File: config.mk
export PLATFORM = sky130hd
export DESIGN_NAME = balas_sqrt
export DESIGN_NICKNAME = d
export VERILOG_FILES = /design/src/sv/balas_pkg.sv /design/src/sv/balas_sqrt.sv
export SDC_FILE = /design/constraint.sdc
export NUM_CORES = 2
export LEC_CHECK = 0
export BUFFER_PORTS_ARGS = -buffer_cell sky130_fd_sc_hd__buf_2
export CAP_MARGIN = 20
export CORE_ASPECT_RATIO = 2
export CORE_UTILIZATION = 50
export CTS_CLUSTER_DIAMETER = 80
export DETAILED_ROUTE_END_ITERATION = 16
export GPL_ROUTABILITY_DRIVEN = 1
export PLACE_DENSITY = 0.65
export REMOVE_ABC_BUFFERS = 1
export SETUP_SLACK_MARGIN = 0.05
export SYNTH_ARGS = -nofsm -noshare
export SYNTH_HDL_FRONTEND = slang
export SYNTH_SLANG_ARGS = --single-unit
File: constraint.sdc
create_clock -name i_clk -period 4.6 [get_ports i_clk]
set_input_delay 0.23 -clock i_clk [delete_from_list [all_inputs] [get_ports i_clk]]
set_output_delay 0.23 -clock i_clk [all_outputs]
set_load 0.02 [all_outputs]
File: src/sv/balas_pkg.sv
// Shared types, status codes and saturation helpers for the ballistic arc launch solver.
// No dependencies; every other file of the block but balas_div refers to this package by scoped name.
package balas_pkg;

    localparam int ROOT_W = 32;
    localparam int RAD_W  = 64;

    localparam logic [1:0] MODE_BALLISTIC = 2'd0;
    localparam logic [1:0] MODE_LINEAR    = 2'd1;
    localparam logic [1:0] MODE_INVALID   = 2'd2;

    localparam logic [30:0] U31_MAX = 31'h7FFF_FFFF;

    typedef enum logic [1:0] {
        ST_SOLVED  = 2'd0,
        ST_LINEAR  = 2'd1,
        ST_INVALID = 2'd2
    } t_status;

    // side data that rides along the first root unit
    typedef struct packed {
        logic signed [31:0] along;
        logic [30:0]        acc;
        t_status            status;
    } t_front_side;

    // side data through the flight time divider
    typedef struct packed {
        logic [30:0]        vu;
        logic [30:0]        hlen;
        logic signed [31:0] along;
        t_status            status;
    } t_tdiv_side;

    // side data through the horizontal speed divider
    typedef struct packed {
        logic [30:0]        vu;
        logic [30:0]        t;
        logic signed [31:0] along;
        t_status            status;
        logic               tzero;
        logic               hlen_nz;
    } t_vdiv_side;

    // side data through the launch speed root
    typedef struct packed {
        logic signed [31:0] pred;
        logic [30:0]        vu;
        t_status            status;
    } t_root_side;

    // clamp a signed value to the signed 32 bit range
    function automatic logic signed [31:0] sat_s32(input logic signed [63:0] x);
        if (x > 64'sh0000_0000_7FFF_FFFF) begin
            return 32'sh7FFF_FFFF;
        end else if (x < 64'shFFFF_FFFF_8000_0000) begin
            return 32'sh8000_0000;
        end
        return x[31:0];
    endfunction

    // clamp an unsigned value to 0..0x7FFFFFFF
    function automatic logic [30:0] sat_u31(input logic [63:0] x);
        if (x > 64'h0000_0000_7FFF_FFFF) begin
            return U31_MAX;
        end
        return x[30:0];
    endfunction

endpackage

File: src/sv/balas_sqrt.sv
// Pipelined integer square root, one root bit per stage, several lanes in lockstep.
// Depends on balas_pkg for the radicand and root widths.
module balas_sqrt #(
    parameter int LANES  = 1,
    parameter int SIDE_W = 1
) (
    input  logic                        i_clk,
    input  logic                        i_rst_n,
    input  logic                        i_vld,
    input  logic [balas_pkg::RAD_W-1:0]  i_rad [LANES],
    input  logic [SIDE_W-1:0]           i_side,
    output logic                        o_vld,
    output logic [balas_pkg::ROOT_W-1:0] o_root [LANES],
    output logic [SIDE_W-1:0]           o_side
);
    localparam int STEPS = balas_pkg::ROOT_W;
    localparam int RW    = balas_pkg::RAD_W;
    localparam int QW    = balas_pkg::ROOT_W;

    logic [STEPS-1:0]  r_vld;
    logic [SIDE_W-1:0] r_side [STEPS];
    logic [RW-1:0]     r_x    [STEPS][LANES];
    logic [QW+1:0]     r_rem  [STEPS][LANES];
    logic [QW-1:0]     r_root [STEPS][LANES];
    logic [RW-1:0]     n_x    [STEPS][LANES];
    logic [QW+1:0]     n_rem  [STEPS][LANES];
    logic [QW-1:0]     n_root [STEPS][LANES];

    // one trial subtraction per stage and lane
    always_comb begin
        logic [RW-1:0] src_x;
        logic [QW+1:0] src_rem;
        logic [QW-1:0] src_root;
        logic [QW+1:0] w_try;
        logic [QW+1:0] w_trial;
        for (int k = 0; k < STEPS; k++) begin
            for (int l = 0; l < LANES; l++) begin
                if (k == 0) begin
                    src_x    = i_rad[l];
                    src_rem  = '0;
                    src_root = '0;
                end else begin
                    src_x    = r_x[k-1][l];
                    src_rem  = r_rem[k-1][l];
                    src_root = r_root[k-1][l];
                end
                w_try   = {src_rem[QW-1:0], src_x[RW-1:RW-2]};
                w_trial = {src_root, 2'b01};
                n_x[k][l] = {src_x[RW-3:0], 2'b00};
                if (w_try >= w_trial) begin
                    n_rem[k][l]  = w_try - w_trial;
                    n_root[k][l] = {src_root[QW-2:0], 1'b1};
                end else begin
                    n_rem[k][l]  = w_try;
                    n_root[k][l] = {src_root[QW-2:0], 1'b0};
                end
            end
        end
    end

    // advance valid bits
    always_ff @(posedge i_clk) begin
        if (!i_rst_n) begin
            r_vld <= '0;
        end else begin
            r_vld <= {r_vld[STEPS-2:0], i_vld};
        end
    end

    // advance payload
    always_ff @(posedge i_clk) begin
        r_x    <= n_x;
        r_rem  <= n_rem;
        r_root <= n_root;
        r_side[0] <= i_side;
        for (int k = 1; k < STEPS; k++) begin
            r_side[k] <= r_side[k-1];
        end
    end

    assign o_vld  = r_vld[STEPS-1];
    assign o_side = r_side[STEPS-1];
    always_comb begin
        for (int l = 0; l < LANES; l++) begin
            o_root[l] = r_root[STEPS-1][l];
        end
    end

    // the remainder never exceeds twice the root
    a_rem_bound: assert property (@(posedge i_clk) disable iff (!i_rst_n)
        o_vld |-> (r_rem[STEPS-1][0] <= {1'b0, r_root[STEPS-1][0], 1'b0}))
        else $error("root remainder out of range");

endmodule

==> impl_results.md <==
* Run status: complete, no violations
* Antenna violations before repair at 20
* Dominant combinational cell family by area after synthesis: simple AND/OR/NAND/NOR gates
* Post-synthesis share of cell area spent on and, or, nand and nor gates at ~12%
* Cell count after synthesis at between 8000 and 9000
* Number of max-slew violations in the final report at 0
* Remaining routing DRC violations at 0
* Clock tree from TritonCTS: yes
* First-pass DRT Iterations at 8
* Data required time at the worst endpoint at 5280 ps
* CP max stage delay at ~950 ps
* Total detailed-routing wirelength at 229000 um
* Pleak at 0.0489 uW
* Mux contribution to synthesized area at 1.25%
* Maxcap violations at 0
* Unrepaired setup endpoints after global routing: false
* Wire length of the first global-routing pass at between 300000 and 400000 um
* Number of global-route vias before repair at 66056
* Synthesis-to-layout area growth at 13.8%
* Post-synth design cell area at approximately 90000 sq um
* DRT iter0 DRCs at 2660
* DP HPWL at 180000 um
* Power per cell area at 569 nW/um^2
* Filler-free cell count of the finished design at 11829
* Clk_lat worst skew at 880 ps
* Maximum number of pins on one net before global-route repair at 53
* Critical path fanouts, max at 14
* Distinct cells, synth at 96
* CTS Buf Count at ~210
* Sequential cell area at 50400 sq um
* Asr flop ratio synth at 0%
* Buffer count from post-CTS setup fixing at 0
* Largest voltage drop on the vdd net at 0.000519 V
* Post-route minimum period at 4400 ps
* Root buffer cell: sky130_fd_sc_hd__clkbuf_16
* IO buf count at 101
* GR Util met3 at under 10%
* Max_slew headroom at 22.1%
* Most frequently used flop master after synthesis: sky130_fd_sc_hd__dfxtp_1
* Global routing usage on met1 at 15.3%
* Global placement routability congestion at 0.961
* Area of combinational cells with multiple inputs at around 38000 sq um
* Number of levels in the clock H-tree at 4
* # fillers at roughly 15000
* Cell with the biggest individual delay on the critical path: sky130_fd_sc_hd__a211oi_1
* Worst path cell trace: inv_1 > ha_1 > nor2b_1 > o31ai_1 > a211oi_1 > o21ai_0 > a41oi_1 > buf_4 > nor2_2 > o21ai_4 > mux2_2
* Starting Density at approximately half
* Arrival time worst endpoint at just over 5000 ps
* Most used routing layer in global routing: met2
* Cell Area, Placed at approximately 95000 sq um
* Ratio of final minimum period to clock period at 95.6%
* Final instance area at between 100000 and 150000 sq um
* Min-Delay Path Class: in2reg
* Core Footprint at 181000 sq um
* Post-route ant nets at 0
* I/O Pins at approximately 100
* Fraction of the mapped netlist area in adder cells at 7.74%
* Complex-gate fraction of the synthesized area at 12.3%
* Die H at 606 um
* Sort of element at the start of the critical path: flip-flop
* Net count of the finished layout at 9896
* Share of post-route cells with drive strength above 1 at 7.82%
* Count of placed standard cells including taps at ~11000
* Final hold violation count at 0
* Setup skew after layout at 77.5 ps
* Transition at the pin with the smallest max-transition slack at 1160 ps
* Synthesis Warnings at 0
* Die Outline Area at ~180000 sq um
* Post-Synth XOR/XNOR Area at 7.51%
* GR Overflow Total at 0
* Number of buffers on the longest clock path at 4
* Number of synthesized register bits at 2518
* Standard-cell rows at 221
* Class of the most critical setup path: reg2reg
* GR Util All Layers at 24.3%
* Kind of capture point of the worst setup path: flip-flop
* Number of sinks on the clock net at approximately 2500
* Vias post-DR at 63203
* Die span in x at 304 um
* Routed length per placed instance at 19.3 um
* Number of enable flip-flop cells after synthesis at 0
* Final number of setup-violating endpoints at 0
* Clock edge transition at the registers on the reported setup and hold paths at 70 ps
* Vias per std cell at 5.34
* Met2 demand-to-capacity share in global routing at 52.2%
* Average footprint of a synthesized cell at 10.2 sq um
* Proportion of synthesized chip area in sequential cells at 55.3%
* Fmax achieved at roughly 230 MHz
critical path, delay by kind of cell (launching register included):
family,cells,cell delay (ps)
DFF,1,320
and+or+nand+nor,2,330
muxes,1,410
adders and majority gates,1,350
buffers and inverters,2,250
AOI/OAI and AO/OA,5,2550
what timing repair did:
action | CTS | global route
endpoints found under the hold margin | 98 | 0
gates resized for setup | 0 | 2
setup endpoints to repair | 0 | 21
hold buffers | 128 | 0
synth_stat cells, types with 94 or more instances:
cell                          n  share of area (%)
sky130_fd_sc_hd__a21o_1     253                2.1
sky130_fd_sc_hd__nand3_1    145               0.80
sky130_fd_sc_hd__nor2_1     523                2.2
sky130_fd_sc_hd__nor4_1     102               0.70
sky130_fd_sc_hd__nand4_1     94               0.65
sky130_fd_sc_hd__ha_1       564                7.7
sky130_fd_sc_hd__nor3_1     209                1.1
sky130_fd_sc_hd__o21ai_0    453                2.5
sky130_fd_sc_hd__a21oi_1    563                3.1
sky130_fd_sc_hd__clkbuf_1   152               0.63
sky130_fd_sc_hd__dfxtp_1   2518                 55
sky130_fd_sc_hd__xor2_1     391                3.8
sky130_fd_sc_hd__xnor2_1    391                3.8
sky130_fd_sc_hd__nand2_1    586                2.4
sky130_fd_sc_hd__inv_1      699                2.9
through the flow:
step	util [%]	setup slack (ps)	total power, uW	TNS [ps]	hold slack (ps)
2_1_floorplan	-	-1220	36100	-38180	258
3_3_place_gp	52.3	-356	39800	-4770	310
3_5_place_dp	52.3	210	40100	0	312
4_1_cts	57.2	208	59400	0	8.47
5_1_grt	57.3	160	61900	0	27.4
6_report	57.3	202	59100	0	62.0
logic make-up (layout without fill, tap and decap cells):
family / after synthesis / in the layout
and+or+nand+nor: 2250 / 2250
buffers and inverters: 877 / 1414
adders and majority gates: 564 / 564
DFF: 2518 / 2518
AOI/OAI and AO/OA: 1800 / 1801
other: 1 / 56
muxes: 103 / 103
xor gates and xnor gates: 782 / 782
flip-flops by register name, indices dropped and copies added, names as in the netlist:
| signal | count |
|---|---|
| r_rem | 934 |
| r_x | 62 |
| o_root | 32 |
| n_x | 930 |
| r_vld | 32 |
| r_side | 32 |
| r_root | 496 |
final timing paths:
check | cells past startpoint | slack [ps] | end | start
max | 11 | 200 | r_rem[64] | r_root[64]
max reg2reg | 11 | 200 | r_rem[64] | r_root[64]
min reg2reg | 0 | 280 | n_x[1533] | n_x[1595]
min | 2 | 60 | n_x[1970] | i_rad[46]
where the power goes:
part | total, uW | internal, uW | switching (uW)
logic | 11500 | 4970 | 6560
registers | 28400 | 25500 | 2870
clock network | 19100 | 11100 | 8010
metal layers:
layer  vias up  wire, um
met5         -       118
met4        18     29800
met3       874      5850
met2      1248    134000
met1     29888     59300
li1      31175         -
layout make-up:
class	instances	area share [%]
antenna	55	0.133
clock buffer	277	5.78
timing repair buffer	327	2.46
multi-input combinational	5501	36.2
tap	2341	2.82
sequential	2518	48.6
clock inverter	105	1.46
inverter	705	2.55
cell usage in the layout, fill, tap and decap left out, types with 102 or more instances in the layout:
master                          instances
sky130_fd_sc_hd__dfxtp_1             2518
sky130_fd_sc_hd__o21ai_0              453
sky130_fd_sc_hd__buf_2                102
sky130_fd_sc_hd__xnor2_1              391
sky130_fd_sc_hd__clkbuf_16            214
sky130_fd_sc_hd__a21oi_1              563
sky130_fd_sc_hd__nor2_1               521
sky130_fd_sc_hd__ha_1                 564
sky130_fd_sc_hd__inv_1                699
sky130_fd_sc_hd__nand3_1              145
sky130_fd_sc_hd__nand2_1              586
sky130_fd_sc_hd__dlygate4sd3_1        128
sky130_fd_sc_hd__a21o_1               253
sky130_fd_sc_hd__nor3_1               208
sky130_fd_sc_hd__xor2_1               391
Power figures use the tool's default switching activity.
